[src/rtl/core/sadc_pkg.sv]
package sadc_pkg;

	localparam int NUM_DIGITS = 16;
	localparam int IDX_W      = $clog2(NUM_DIGITS);
	localparam int CHAR_W     = 6;
	localparam int MID_DEPTH  = 2;
	localparam int OUT_DEPTH  = 2;

	// item kinds
	localparam logic [1:0] KIND_LINE = 2'd0;
	localparam logic [1:0] KIND_BYTE = 2'd1;
	localparam logic [1:0] KIND_READ = 2'd2;

	// control byte groups, bits 6..5
	localparam logic [1:0] GRP_TEST   = 2'd0;
	localparam logic [1:0] GRP_CURSOR = 2'd1;
	localparam logic [1:0] GRP_COUNT  = 2'd2;
	localparam logic [1:0] GRP_BRIGHT = 2'd3;

	localparam logic [CHAR_W-1:0] CH_COMMA   = 6'd44;
	localparam logic [CHAR_W-1:0] CH_DOT     = 6'd46;
	localparam logic [CHAR_W-1:0] CH_SPACE   = 6'd32;
	localparam logic [CHAR_W-1:0] MARK_PLAIN = 6'd6;
	localparam logic [CHAR_W-1:0] MARK_NONE  = 6'd0;

	localparam logic [4:0] DIGITS_RESET = 5'd16;
	localparam logic [4:0] BRIGHT_RESET = 5'd31;

	typedef struct packed {
		logic [1:0]       kind;
		logic             reset_line;
		logic             clock_line;
		logic [7:0]       data_value;
		logic [IDX_W-1:0] digit_index;
	} in_item_t;

	typedef struct packed {
		logic [15:0]       segments;
		logic [CHAR_W-1:0] dot_comma;
		logic [4:0]        brightness_level;
		logic [4:0]        digit_count_out;
		logic [IDX_W-1:0]  cursor;
		logic              byte_done;
	} out_item_t;

	typedef enum logic [1:0] {
		OP_NONE,
		OP_LRESET,
		OP_EXEC
	} op_code_t;

	typedef struct packed {
		op_code_t         code;
		logic [7:0]       cmd;
		logic [IDX_W-1:0] idx;
	} op_t;

	localparam logic [15:0] SEG_TABLE [64] = '{
		16'h507F, 16'h44CF, 16'h153F, 16'h00F3, 16'h113F, 16'h40F3, 16'h40C3, 16'h04FB,
		16'h44CC, 16'h1133, 16'h007C, 16'h4AC0, 16'h00F0, 16'h82CC, 16'h88CC, 16'h00FF,
		16'h44C7, 16'h08FF, 16'h4CC7, 16'h44BB, 16'h1103, 16'h00FC, 16'h22C0, 16'h28CC,
		16'hAA00, 16'h9200, 16'h2233, 16'h00E1, 16'h8800, 16'h001E, 16'h2800, 16'h0030,
		16'h0000, 16'h8121, 16'h0180, 16'h553C, 16'h11BB, 16'h7799, 16'hC979, 16'h0200,
		16'h0A00, 16'hA000, 16'hFF00, 16'h5500, 16'h0000, 16'h4400, 16'h0000, 16'h2200,
		16'h22FF, 16'h1100, 16'h4477, 16'h443F, 16'h448C, 16'h44BB, 16'h44FB, 16'h000F,
		16'h44FF, 16'h44BF, 16'h0021, 16'h2001, 16'h4430, 16'h4430, 16'h0312, 16'h1407
	};

	// a few codes show as blank, the top codes shift down one
	function automatic logic [CHAR_W-1:0] remap_code(input logic [CHAR_W-1:0] c);
		logic [CHAR_W-1:0] r;
		r = c;
		if (c == 6'd27 || c == 6'd29 || c == 6'd30 || c == 6'd33) begin
			r = CH_SPACE;
		end else if (c >= 6'd57) begin
			r = c - 6'd1;
		end
		return r;
	endfunction

	function automatic logic [15:0] seg_lookup(input logic [CHAR_W-1:0] c);
		return SEG_TABLE[remap_code(c)];
	endfunction

endpackage

[src/rtl/core/serial_16seg_alpha_display_controller_top.sv]
// Flow: a transfer accepted into the op queue is executed by the back end into its state and s1
// registers, then pushed into the result queue, whose outputs show it with empty low.
// Throughput: one item per cycle while the result queue is not full; a full result queue stalls the back end.
// Reset (arst_n low, asynchronous): receiver, cursor, previous cursor cleared, digit count 16,
// brightness 31, every digit shows a space with no mark, both queues empty.
module serial_16seg_alpha_display_controller_top #(
	parameter int MID_DEPTH = sadc_pkg::MID_DEPTH,
	parameter int OUT_DEPTH = sadc_pkg::OUT_DEPTH
) (
	input  logic                clk,
	input  logic                arst_n,
	input  logic                push,
	output logic                full,
	input  sadc_pkg::in_item_t  item,
	output logic                empty,
	input  logic                pop,
	output sadc_pkg::out_item_t result
);

	localparam int OP_W  = $bits(sadc_pkg::op_t);
	localparam int RES_W = $bits(sadc_pkg::out_item_t);

	logic                accept;
	sadc_pkg::op_t       fr_op;
	logic [OP_W-1:0]     mid_rdata;
	sadc_pkg::op_t       bk_op;
	logic                mid_empty;
	logic                mid_pop;
	sadc_pkg::out_item_t bk_res;
	logic                res_push;
	logic                res_full;
	logic [RES_W-1:0]    out_rdata;

	// Front end: owns the serial receiver (clock edge detect, bit counter,
	// shift register) and turns every transfer into one op for the back end.
	assign accept = push && !full;

	sadc_front u_front (
		.clk    (clk),
		.arst_n (arst_n),
		.accept (accept),
		.item   (item),
		.op     (fr_op)
	);

	// Op queue between front and back; its full flag is the input full.
	sadc_queue #(
		.WIDTH (OP_W),
		.DEPTH (MID_DEPTH)
	) u_mid_q (
		.clk    (clk),
		.arst_n (arst_n),
		.push   (accept),
		.wdata  (fr_op),
		.full   (full),
		.pop    (mid_pop),
		.rdata  (mid_rdata),
		.empty  (mid_empty)
	);

	assign bk_op = sadc_pkg::op_t'(mid_rdata);

	// Back end: cursor, settings and digit stores; reads the addressed digit
	// after the update and builds the result.
	sadc_back u_back (
		.clk      (clk),
		.arst_n   (arst_n),
		.op       (bk_op),
		.op_empty (mid_empty),
		.op_pop   (mid_pop),
		.res      (bk_res),
		.res_push (res_push),
		.res_full (res_full)
	);

	// Result queue: lets the back end keep going while a result waits.
	sadc_queue #(
		.WIDTH (RES_W),
		.DEPTH (OUT_DEPTH)
	) u_out_q (
		.clk    (clk),
		.arst_n (arst_n),
		.push   (res_push),
		.wdata  (bk_res),
		.full   (res_full),
		.pop    (pop),
		.rdata  (out_rdata),
		.empty  (empty)
	);

	assign result = sadc_pkg::out_item_t'(out_rdata);

endmodule

[src/rtl/core/sadc_queue.sv]
module sadc_queue #(
	parameter int WIDTH = 8,
	parameter int DEPTH = 2
) (
	input  logic             clk,
	input  logic             arst_n,
	input  logic             push,
	input  logic [WIDTH-1:0] wdata,
	output logic             full,
	input  logic             pop,
	output logic [WIDTH-1:0] rdata,
	output logic             empty
);

	localparam int PW = $clog2(DEPTH);
	localparam int CW = $clog2(DEPTH + 1);

	logic [WIDTH-1:0] mem_q [DEPTH];
	logic [PW-1:0]    wr_ptr_q;
	logic [PW-1:0]    rd_ptr_q;
	logic [CW-1:0]    count_q;
	logic             do_push;
	logic             do_pop;

	assign full    = (count_q == CW'(DEPTH));
	assign empty   = (count_q == '0);
	assign do_push = push && !full;
	assign do_pop  = pop && !empty;
	assign rdata   = mem_q[rd_ptr_q];

	always_ff @(posedge clk or negedge arst_n) begin
		if (!arst_n) begin
			wr_ptr_q <= '0;
			rd_ptr_q <= '0;
			count_q  <= '0;
		end else begin
			if (do_push) begin
				wr_ptr_q <= (wr_ptr_q == PW'(DEPTH - 1)) ? '0 : wr_ptr_q + 1'b1;
			end
			if (do_pop) begin
				rd_ptr_q <= (rd_ptr_q == PW'(DEPTH - 1)) ? '0 : rd_ptr_q + 1'b1;
			end
			unique case ({do_push, do_pop})
				2'b10:   count_q <= count_q + 1'b1;
				2'b01:   count_q <= count_q - 1'b1;
				default: count_q <= count_q;
			endcase
		end
	end

	always_ff @(posedge clk) begin
		if (do_push) begin
			mem_q[wr_ptr_q] <= wdata;
		end
	end

endmodule

[src/rtl/core/sadc_front.sv]
module sadc_front (
	input  logic               clk,
	input  logic               arst_n,
	input  logic               accept,
	input  sadc_pkg::in_item_t item,
	output sadc_pkg::op_t      op
);

	localparam logic [2:0] LAST_BIT = 3'd7;

	logic       prev_clock_q;
	logic [2:0] bit_count_q;
	logic [7:0] shift_q;
	logic       prev_clock_d;
	logic [2:0] bit_count_d;
	logic [7:0] shift_d;
	logic [7:0] bit_v;

	always_comb begin
		op.code      = sadc_pkg::OP_NONE;
		op.cmd       = item.data_value;
		op.idx       = item.digit_index;
		prev_clock_d = prev_clock_q;
		bit_count_d  = bit_count_q;
		shift_d      = shift_q;
		bit_v        = shift_q | {7'd0, (item.data_value != 8'd0)};
		unique case (item.kind)
			sadc_pkg::KIND_LINE: begin
				if (!item.reset_line) begin
					prev_clock_d = item.clock_line;
					bit_count_d  = '0;
					shift_d      = '0;
					op.code      = sadc_pkg::OP_LRESET;
				end else begin
					// falling clock edge takes one bit
					if (prev_clock_q && !item.clock_line) begin
						if (bit_count_q == LAST_BIT) begin
							op.code     = sadc_pkg::OP_EXEC;
							op.cmd      = bit_v;
							bit_count_d = '0;
							shift_d     = '0;
						end else begin
							shift_d     = {bit_v[6:0], 1'b0};
							bit_count_d = bit_count_q + 3'd1;
						end
					end
					prev_clock_d = item.clock_line;
				end
			end
			sadc_pkg::KIND_BYTE: begin
				if (item.reset_line) begin
					op.code     = sadc_pkg::OP_EXEC;
					bit_count_d = '0;
					shift_d     = '0;
				end
			end
			default: begin
			end
		endcase
	end

	always_ff @(posedge clk or negedge arst_n) begin
		if (!arst_n) begin
			prev_clock_q <= 1'b0;
			bit_count_q  <= '0;
			shift_q      <= '0;
		end else if (accept) begin
			prev_clock_q <= prev_clock_d;
			bit_count_q  <= bit_count_d;
			shift_q      <= shift_d;
		end
	end

endmodule

[src/rtl/core/sadc_back.sv]
module sadc_back (
	input  logic                clk,
	input  logic                arst_n,
	input  sadc_pkg::op_t       op,
	input  logic                op_empty,
	output logic                op_pop,
	output sadc_pkg::out_item_t res,
	output logic                res_push,
	input  logic                res_full
);

	localparam int IW = sadc_pkg::IDX_W;
	localparam int CW = sadc_pkg::CHAR_W;

	logic [CW-1:0] char_q [sadc_pkg::NUM_DIGITS];
	logic [CW-1:0] mark_q [sadc_pkg::NUM_DIGITS];
	logic [IW-1:0] wp_q;
	logic [IW-1:0] prev_q;
	logic [4:0]    du_q;
	logic [4:0]    bright_q;

	logic          v_s1;
	logic [IW-1:0] idx_s1;
	logic          done_s1;

	logic          exec;
	logic          run;
	logic [7:0]    b;
	logic [CW-1:0] c;
	logic          char_we;
	logic          mark_we;
	logic [IW-1:0] mark_addr;
	logic [CW-1:0] mark_data;
	logic [IW-1:0] wp_d;
	logic [IW-1:0] prev_d;
	logic [4:0]    du_d;
	logic [4:0]    bright_d;

	assign res_push = v_s1 && !res_full;
	assign exec     = !op_empty && (!v_s1 || !res_full);
	assign op_pop   = exec;
	assign run      = exec && (op.code == sadc_pkg::OP_EXEC);
	assign b        = op.cmd;
	assign c        = b[CW-1:0];

	always_comb begin
		char_we   = 1'b0;
		mark_we   = 1'b0;
		mark_addr = wp_q;
		mark_data = sadc_pkg::MARK_PLAIN;
		wp_d      = wp_q;
		prev_d    = prev_q;
		du_d      = du_q;
		bright_d  = bright_q;
		if (exec && op.code == sadc_pkg::OP_LRESET) begin
			wp_d     = '0;
			prev_d   = '0;
			du_d     = sadc_pkg::DIGITS_RESET;
			bright_d = sadc_pkg::BRIGHT_RESET;
		end else if (run) begin
			if (!b[7]) begin
				if (c == sadc_pkg::CH_COMMA || c == sadc_pkg::CH_DOT) begin
					// punctuation marks the digit at the previous cursor (last written, or the cursor before a move)
					mark_we   = 1'b1;
					mark_addr = prev_q;
					mark_data = c;
				end else begin
					char_we = 1'b1;
					mark_we = 1'b1;
					prev_d  = wp_q;
					wp_d    = wp_q + 1'b1;
				end
			end else begin
				unique case (b[6:5])
					sadc_pkg::GRP_CURSOR: begin
						prev_d = wp_q;
						wp_d   = b[IW-1:0] + 1'b1;  // 15 wraps to 0
					end
					sadc_pkg::GRP_COUNT: begin
						du_d = (b[3:0] == 4'd0) ? sadc_pkg::DIGITS_RESET : {1'b0, b[3:0]};
					end
					sadc_pkg::GRP_BRIGHT: begin
						bright_d = b[4:0];
					end
					sadc_pkg::GRP_TEST: begin
					end
				endcase
			end
		end
	end

	always_ff @(posedge clk or negedge arst_n) begin
		if (!arst_n) begin
			for (int i = 0; i < sadc_pkg::NUM_DIGITS; i++) begin
				char_q[i] <= sadc_pkg::CH_SPACE;
				mark_q[i] <= sadc_pkg::MARK_NONE;
			end
			wp_q     <= '0;
			prev_q   <= '0;
			du_q     <= sadc_pkg::DIGITS_RESET;
			bright_q <= sadc_pkg::BRIGHT_RESET;
			v_s1     <= 1'b0;
		end else begin
			if (char_we) begin
				char_q[wp_q] <= c;
			end
			if (mark_we) begin
				mark_q[mark_addr] <= mark_data;
			end
			wp_q     <= wp_d;
			prev_q   <= prev_d;
			du_q     <= du_d;
			bright_q <= bright_d;
			if (exec) begin
				v_s1 <= 1'b1;
			end else if (res_push) begin
				v_s1 <= 1'b0;
			end
		end
	end

	always_ff @(posedge clk) begin
		if (exec) begin
			idx_s1  <= op.idx;
			done_s1 <= (op.code == sadc_pkg::OP_EXEC);
		end
	end

	// state registers hold the result of the op in s1 until it leaves
	always_comb begin
		res.segments         = sadc_pkg::seg_lookup(char_q[idx_s1]);
		res.dot_comma        = mark_q[idx_s1];
		res.brightness_level = bright_q;
		res.digit_count_out  = du_q;
		res.cursor           = wp_q;
		res.byte_done        = done_s1;
	end

`ifndef ASSERT_OFF
	a_du_range: assert property (@(posedge clk) disable iff (!arst_n)
		du_q != 5'd0 && du_q <= sadc_pkg::DIGITS_RESET)
		else $error("digit count out of range");

	a_lreset: assert property (@(posedge clk) disable iff (!arst_n)
		(exec && op.code == sadc_pkg::OP_LRESET) |=>
		(bright_q == sadc_pkg::BRIGHT_RESET && wp_q == '0 && prev_q == '0))
		else $error("line reset did not restore settings");

	a_hold: assert property (@(posedge clk) disable iff (!arst_n)
		(v_s1 && res_full) |=> (v_s1 && $stable(idx_s1) && $stable(wp_q) && $stable(du_q)))
		else $error("stalled result or state changed");

	a_done: assert property (@(posedge clk) disable iff (!arst_n)
		exec |=> (v_s1 && done_s1 == ($past(op.code) == sadc_pkg::OP_EXEC)))
		else $error("done flag does not follow executed op");
`endif

endmodule
[config.mk]
export PLATFORM = sky130hd
export DESIGN_NAME = serial_16seg_alpha_display_controller_top
export DESIGN_NICKNAME = d
export VERILOG_FILES = /design/src/rtl/core/sadc_pkg.sv /design/src/rtl/core/serial_16seg_alpha_display_controller_top.sv /design/src/rtl/core/sadc_queue.sv /design/src/rtl/core/sadc_front.sv /design/src/rtl/core/sadc_back.sv
export SDC_FILE = /design/constraint.sdc
export NUM_CORES = 1
export LEC_CHECK = 0
export BUFFER_PORTS_ARGS = -buffer_cell sky130_fd_sc_hd__buf_2
export CORE_ASPECT_RATIO = 0.75
export CORE_MARGIN = 2
export CORE_UTILIZATION = 55
export DETAILED_ROUTE_END_ITERATION = 16
export GPL_ROUTABILITY_DRIVEN = 0
export PLACE_DENSITY = 0.72
export SLEW_MARGIN = 10
export SYNTH_ARGS = -nofsm -noshare
export SYNTH_HDL_FRONTEND = slang
export SYNTH_HIERARCHICAL = 1
export SYNTH_SLANG_ARGS = --single-unit
[constraint.sdc]
create_clock -name clk -period 11.13 [get_ports clk]
set_input_delay 0.5565 -clock clk [delete_from_list [all_inputs] [get_ports clk]]
set_output_delay 0.5565 -clock clk [all_outputs]
set_load 0.005 [all_outputs]
# [Word-level counts from Yosys, hierarchy flattened]
# Memory sizes are Yosys's and may differ from the RTL's.
# Cells that the tools add are included.
[op_classes] n_bitwise=5 mux=78 n_eq_ne=23 n_reduce_logical=42 n_lt_le_gt_ge=7 addsub=12
[op_table] cell="$bwmux W96" count=2
[op_table] cell="$mux W6" count=12
[op_table] cell="$mux W4" count=13
[op_table] cell="$bmux W6 S4" count=2
[op_table] cell="$demux W6 S4" count=2
[op_table] cell="$mux W8" count=6
[op_table] cell="$mux W5" count=9
[op_table] cell="$mux W16" count=2
[op_table] cell="$mux W10" count=2
[op_table] cell="$eq A6 B5 Y1 const B" count=3
[op_table] cell="$eq A6 B6 Y1 const B" count=3
[op_table] cell="$mux W1" count=17
[op_table] cell="$pmux W8 S2" count=1
[op_table] cell="$reduce_bool A2 Y1" count=8
[op_table] cell="$ge A5 B5 Y1 const B" count=3
[op_table] cell="$not A4 Y5" count=3
[op_table] cell="$eq A2 B2 Y1 const B" count=7
[op_table] cell="$logic_and A1 B1 Y1" count=12
[op_table] cell="$mux W3" count=4
[op_table] cell="$pmux W2 S2" count=3
[op_table] cell="$eq A2 B1 Y1 const B" count=5
[op_table] cell="$lt A5 B1 Y1 const B" count=2
[op_table] cell="$reduce_and A3 Y1" count=3
[op_table] cell="$add A4 B1 Y4 const B" count=2
[op_table] cell="other kinds (23)" count=41
[totals] ramBits=102 inputBits=20 mem_count=3 mem_bits_ro=1024 wordCells=218 ff_bits=236
[memory_table] memory="(no name shown)" words=64 word_bits=16 rd=1 rd_clocked_by_memory_dff=0 write_ports=0 line="sadc_pkg.sv:82" rtl="return SEG_TABLE[remap_code(c)];"
[memory_table] memory="u_out_q.mem_q" words=2 word_bits=37 rd=1 rd_clocked_by_memory_dff=0 write_ports=1 line="sadc_queue.sv:18" rtl="logic [WIDTH-1:0] mem_q [DEPTH];"
[memory_table] memory="u_mid_q.mem_q" words=2 word_bits=14 rd=1 rd_clocked_by_memory_dff=0 write_ports=1 line="sadc_queue.sv:18"

# [Longest topological paths before layout]
# Gate-level depths: netlist of run 1.
[depth] ltp_word=13 ltp_mapped=24

# [Hierarchy]
# The synthesis of run 1 kept the hierarchy.
[modules_own_cells] module="sadc_back" n_inst=1 cells_each=1035 area_each_um2=11798.8 seq_area_each_um2=5457.7
[modules_own_cells] module="sadc_queue (u_out_q)" n_inst=1 cells_each=133 area_each_um2=2949.1 seq_area_each_um2=2322.2
[modules_own_cells] module="sadc_queue (u_mid_q)" n_inst=1 cells_each=62 area_each_um2=1256.2 seq_area_each_um2=940.9
[modules_own_cells] module="sadc_front" n_inst=1 cells_each=64 area_each_um2=714.4 seq_area_each_um2=275.3
[modules_own_cells] module="serial_16seg_alpha_display_controller_top" n_inst=1 cells_each=1 area_each_um2=13.8 seq_area_each_um2=0.0

# [Worst setup path after synthesis of run 1]
# No wires, ideal clock.
[synth_timing] path_type="register to register" startpoint="register u_back.idx_s1[0]" endpoint="memory u_out_q/mem_q[0][25] in the netlist's numbering, data pin" synth_period_minus_slack_ns=5.005 path_stages_with_launch=22 arrival_ns=4.801 required_ns=10.927 path_slack_ns=6.125 setup_time_ns=0.203 path_cell_list="edfxtp_1 > buf_4 > buf_8 > buf_6 > mux4_2 > a22oi_1 > and3_1 > buf_4 > inv_1 > ha_1 > nor2_1 > and4b_1 > nor4_4 > or3_1 > buf_6 > o211ai_1 > ha_1 > clkbuf_1 > xnor2_1 > o211ai_1 > a31oi_1 > a2111oi_2"
[synth_lines] item="start, declared" line="sadc_back.sv:23" rtl="logic [IW-1:0] idx_s1;"
[synth_lines] item="start signal, assigned" line="sadc_back.sv:124" rtl="idx_s1 <= op.idx;"
[synth_lines] item="end, declared" line="sadc_queue.sv:18"

==> metrics.cfg, run 1 <==
[setup_path]
crit_fanout=38
crit_chain=buf_4, mux4_2, a22oi_1, and3_1, inv_1, ha_1, nor2_1, and4b_1, nor4_4, or3_1, o211ai_1, ha_1, o21ai_0, a21boi_0, o221a_1, a2111oi_2
crit_slowest_cell=edfxtp_1
crit_required_ns=11.45
critPathMaxStageDelay_ns=0.87
worst-path-buf-inv=2
start_kind=flip-flop
cp.arrival_ns=7.15
crit_family=compound AO/OA/AOI/OAI gates
path_class=flip-flop to flip-flop
crit_path_frequent_cell=ha_1
r2r_cells=16
r2r-start=u_back/idx_s1[0]
end_kind=flip-flop
r2r_setup_slack_ns=4.30
r2r-end=u_out_q/mem_q[1][25]

[global_routing]
grt_max_degree=101
grt_use_total=0.242
grt_overflow=0
grt_pass1_wl_mm=60.1
grt_pass1_vias=10800
antenna_found_initial=1

[timing]
period_share=0.614
fmax_ghz=0.146
slew_headroom=0.189
final_hold_viol_count=0
period_needed_ns=6.83
rsz0062_at_grt=false
worstMarginPinSlew_ns=1.21
slew_violations=0
skew_ns=0.0120
holdWs_ns=0.0508
fin_setup_tns_ns=0
setup_viol=0

[finish]
nNetsFinal=1360
final_layout_size_suffix_gt1_frac=0.309
register_area_um2=9000
final_util=0.610
multi_input_comb_area_um2=7200
stdcell_area_um2=18300
areaGrowthSynthToFinish_pct=9.59
antenna_cells=0
fill_cells=2309

[power_and_ir_drop]
internal_power_mw=3.32
pwr-share-comb=0.401
switching_share=0.366
p_switching_mw=1.92
leakage_nw=7.76
ir_worst_vdd_uv=166
powerDensity_nw_per_um2=286
seqPwrFrac=0.369
p_clk_frac=0.230

[synth]
synth_flop_cell=dfrtp_1
synth_nets=1338
synth_common_cells=dfrtp_1, mux2_2, edfxtp_1
yosysWarnings=6
synth.area.top_cells=dfrtp_1, edfxtp_1, mux2_2, mux4_2, dfstp_2
synth-edff-count=107
synth_area_um2=16700
yosysMostFrequentCell=dfrtp_1
async_flop_share=0.682
yosysTopAreaCell=dfrtp_1
syn-mean-instance-area_um2=12.9
ys_seq_elements=337
netlist_instances=1295
synth.top_cell.area_share=0.311
ys_types=93
ys_seq_area_frac=0.538

[detailed_routing]
num_vias=10700
drc=0
drtPass1Iterations=6
wl_mm=37.2
ant_nets=0
wl_per_cell_um=21.4
drtIter0Drc=1109
avgViaCountPerCell=6.16

[floorplanning]
die_y_um=155
die_x_um=205
dieArea_um2=31800
start_util=0.556
rows=55
design.core.area_um2=30100
ios=59

[worst_hold_path]
hold_path_class=input port to async pin

[clock_tree]
htreeDepth=2
root_buffer=clkbuf_16
cts_post_setup_buffers_inserted=0
ctsHoldBuffers=0
clock_path_buffers=3
cts_tree=done
clock_sinks=337
insertion_delay_ns=0.53
post_cts_resized=0
path_clk_slew_ns=0.06
numCtsBuffers=35

[placed_design]
placed_area_um2=17100
dp_hpwl_mm=24.3
port_buffers=58

[job]
max_cap_viol_count=0

[outcome]
status=completed

==> area by class of cell <==
class                   count  area share
clock buffers              44      0.0536
inverters                  13     0.00266
well taps                 399      0.0272
flip-flops and latches    337       0.491
multi-input cells         859       0.392
repair buffers             71      0.0217
clock inverters            20      0.0117
==> power by group through the flow <==
stage | Sequential, mW | Clock [mW] | Combinational (mW)
after floorplan | 1.87 | 0 | 1.63
after global placement | 1.94 | 0 | 2.03
after detailed placement | 1.95 | 0 | 2.07
after CTS | 1.94 | 1.23 | 2.08
after global routing | 1.98 | 1.29 | 2.27
final | 1.93 | 1.21 | 2.10
==> placed cells by master (no fill, tap or decap), drive strengths merged, types with 9 or more instances in the layout <==
master    n
buf      71
or3      10
mux2i    18
nor2b    35
or2      14
o21ai    59
nand3    24
nand2    95
and2     14
ha       23
a22o     10
inv      14
clkbuf   44
edfxtp  107
nand2b   20
dfstp    22
nor3     25
a211oi   10
and3      9
dfrtp   208
a21oi    44
clkinv   15
nor2     97
mux4     51
mux2    177
==> state kept, by name (all words and copies together) (netlist names), 3 cells and up <==
signal / count
u_back/char_q: 96
u_out_q/mem_q: 74
u_back/bright_q: 5
u_front/bit_count_q: 3
u_mid_q/mem_q: 28
u_back/du_q: 5
u_back/mark_q: 96
u_back/prev_q: 4
u_back/wp_q: 4
u_front/shift_q: 7
u_back/idx_s1: 4
==> worst max path at each step <==
stage,from,cells after the start,slack (ns),endpoint
3_3_place_gp,u_back/idx_s1[0],16,4.73,u_out_q/mem_q[0][25]
6_report,u_back/idx_s1[0],16,4.30,u_out_q/mem_q[1][25]
5_1_grt,u_back/idx_s1[0],18,3.75,u_out_q/mem_q[1][29]
2_1_floorplan,u_back/idx_s1[0],21,6.13,u_out_q/mem_q[0][25]
4_1_cts,u_back/idx_s1[0],16,4.39,u_out_q/mem_q[0][25]
3_5_place_dp,u_back/idx_s1[0],16,4.42,u_out_q/mem_q[0][25]
==> metrics by stage <==
stage                     std cells  power [mW]  setup slack, ns
after floorplan                1295        3.50             6.13
after global placement         1679        3.97             4.73
after detailed placement       1679        4.02             4.42
after CTS                      1743        5.25             4.39
after global routing           1743        5.53             3.75
final                          1743        5.24             4.30
==> routing by layer <==
| layer | track usage | wire length (um) | vias to the layer above |
|---|---|---|---|
| li1 | - | - | 4830 |
| met1 | 0.362 | 17000 | 5360 |
| met2 | 0.361 | 16600 | 455 |
| met3 | 0.0467 | 2780 | 95 |
| met4 | 0.0699 | 893 | 0 |
| met5 | 0 | 0 | - |
==> kinds of logic (layout without fill, tap and decap cells) <==
logic type / count (synthesis) / after routing / share of synthesized area
AOI/OAI and AO/OA: 203 / 203 / 0.0834
xor gates and xnor gates: 13 / 13 / 0.00680
adders and majority gates: 23 / 23 / 0.0172
buffers and inverters: 99 / 148 / 0.0331
DFF: 337 / 337 / 0.538
muxes: 246 / 246 / 0.206
and+or+nand+nor: 374 / 374 / 0.116
Note: power is estimated with default switching activity, not from simulation.
==> run 2, diff against run 1 <==
- ABC_AREA: not set -> 1
- PLACE_DENSITY: 0.72 -> 0.75
- clock period: 11.13 -> 6.2 ns (I/O delays scaled with it)
==> metrics.cfg, run 2 <==
[setup_path]
crit_path_frequent_cell=nand2_1
path_class=flip-flop to flip-flop
r2r_cells=21
critPathMaxStageDelay_ns=0.82
r2r-start=u_back/idx_s1[0]
crit_slowest_cell=buf_4
start_kind=flip-flop
cp.arrival_ns=5.14
r2r-end=u_out_q/mem_q[0][21]
crit_fanout=102
crit_required_ns=6.47
r2r_setup_slack_ns=1.32
end_kind=flip-flop
crit_chain=buf_4, nor2_1, nor2_1, o21ai_0, nand3_1, nand3_1, nand2_1, inv_1, ha_1, nor2_1, nand3_1, nand3_1, nand2_1, nand2_1, nand2_1, nand3_1, nand2_1, nand2_1, nand3_1, nand2_1, inv_1

[global_routing]
grt_pass1_wl_mm=66.8
grt_use_total=0.263
grt_overflow=0
grt_max_degree=103
grt_pass1_vias=13000
antenna_found_initial=0

[synth]
synth_common_cells=nand2_1, inv_1, dfrtp_1
synth_nets=2094
synth_area_um2=16700
synth.area.top_cells=dfrtp_1, edfxtp_1, nand2_1, o21ai_0, nand3_1
yosysTopAreaCell=dfrtp_1
syn-mean-instance-area_um2=8.13
ys_types=42
yosysMostFrequentCell=nand2_1
netlist_instances=2051
ys_seq_area_frac=0.539
synth_flop_cell=dfrtp_1
synth.top_cell.area_share=0.312
synth-edff-count=107
async_flop_share=0.682
yosysWarnings=6
ys_seq_elements=337

[detailed_routing]
avgViaCountPerCell=5.50
drc=0
drtIter0Drc=1460
num_vias=13700
ant_nets=0
wl_mm=40.3
wl_per_cell_um=16.1
drtPass1Iterations=6

[finish]
final_cell_mix=nand2_1, inv_1, dfrtp_1, o21ai_0, nand3_1
nNetsFinal=2115
finalNonFillerCells=2496
top_regs=u_back/char_q (96), u_back/mark_q (96), u_out_q/mem_q (74)
antenna_cells=0
final_layout_size_suffix_gt1_frac=0.104
areaGrowthSynthToFinish_pct=10.0
layout_commonest_cell=nand2_1

[clock_tree]
insertion_delay_ns=0.53
path_clk_slew_ns=0.06
htreeDepth=2
cts_post_setup_buffers_inserted=0
post_cts_resized=0
clock_path_buffers=3
cts_tree=done
ctsHoldBuffers=5
numCtsBuffers=34
clock_sinks=337
root_buffer=clkbuf_16

[floorplanning]
die_y_um=155
start_util=0.556
die_x_um=205
dieArea_um2=31800
design.core.area_um2=30000
rows=55
ios=59

[timing]
timing.final.ws_setup_ns=1.32
slew_violations=0
period_needed_ns=4.88
fin_setup_tns_ns=0
rsz0062_at_grt=false
period_share=0.787
worstMarginPinSlew_ns=1.16
fmax_ghz=0.205
slew_headroom=0.226
setup_viol=0
skew_ns=0.0209
final_hold_viol_count=0
holdWs_ns=0.0577

[worst_hold_path]
hp-start=pop
hold_path_class=input port to flip-flop
min_to=u_out_q/rd_ptr_q
holdPathStages=3

[placed_design]
port_buffers=58
dp_hpwl_mm=26.5
dpl_worst_slack_ns=1.56
place_inst=2430

[job]
max_cap_viol_count=0

[outcome]
status=completed

run 2: cell count changes after synthesis, sizes merged, moves of 18 or more:
cell / previous run / this run
nand2: 95 / 700
nand3: 24 / 170
mux2: 177 / 0
a21oi: 44 / 74
mux4: 51 / 0
o21ai: 59 / 216
nor2b: 35 / 0
nor2: 97 / 150
nand2b: 20 / 0
mux2i: 18 / 0
inv: 13 / 222
run 2: stage by stage:
stage          cell area (um2)  utilization
2_1_floorplan            16700            -
3_3_place_gp             17100        0.570
3_5_place_dp             17100        0.570
4_1_cts                  18400        0.612
5_1_grt                  18400        0.612
6_report                 18400        0.612
run 2: cell type report:
cell class              instances  area (um2)
well taps                     399         499
flip-flops and latches        337        9000
multi-input cells            1397        6350
inverters                     224         843
fillers                      2600       11700
repair buffers                 78         463
clock buffers                  45         963
clock inverters                16         238
run 2: worst max-delay path, delay by kind of cell (launching register included):
kind / cells / cell delay (ns)
AOI/OAI and AO/OA: 1 / 0.13
DFF: 1 / 0.37
buffers and inverters: 3 / 0.98
and+or+nand+nor: 16 / 2.90
adders and majority gates: 1 / 0.22
run 2: kinds of logic (layout without fill, tap and decap cells):
logic type               count (synthesis)  count (layout)  synth area share
AND/OR/NAND/NOR                       1060            1060             0.264
flip-flops                             337             337             0.539
buffers and inverters                  317             363            0.0806
AO/OA/AOI/OAI                          311             311            0.0971
adder cells (fa/ha/maj)                 23              23            0.0173
XOR/XNOR                                 3               3           0.00158
run 2: routing by layer:
| metal | GRT usage | part of all wire | vias to the layer above |
|---|---|---|---|
| li1 | - | - | 6615 |
| met4 | 0.0853 | 0.028 | 0 |
| met1 | 0.384 | 0.45 | 6400 |
| met3 | 0.0529 | 0.093 | 91 |
| met2 | 0.396 | 0.43 | 621 |
| met5 | 0 | 0 | - |
run 2: how the worst max path moves through the flow:
| stage | end | depth (start not counted) | from |
|---|---|---|---|
| after floorplan | u_out_q/mem_q[0][29] | 23 | u_back/idx_s1[0] |
| after global placement | u_out_q/mem_q[0][32] | 21 | u_back/idx_s1[0] |
| after detailed placement | u_out_q/mem_q[0][35] | 25 | u_back/idx_s1[0] |
| after CTS | u_out_q/mem_q[0][29] | 23 | u_back/idx_s1[0] |
| after global routing | u_out_q/mem_q[0][35] | 27 | u_back/idx_s1[0] |
| final | u_out_q/mem_q[0][21] | 21 | u_back/idx_s1[0] |
Power of run 2 is left out: the tool's default activity adds up to more than one toggle a clock period on the data nets, which glitch-free logic cannot reach.
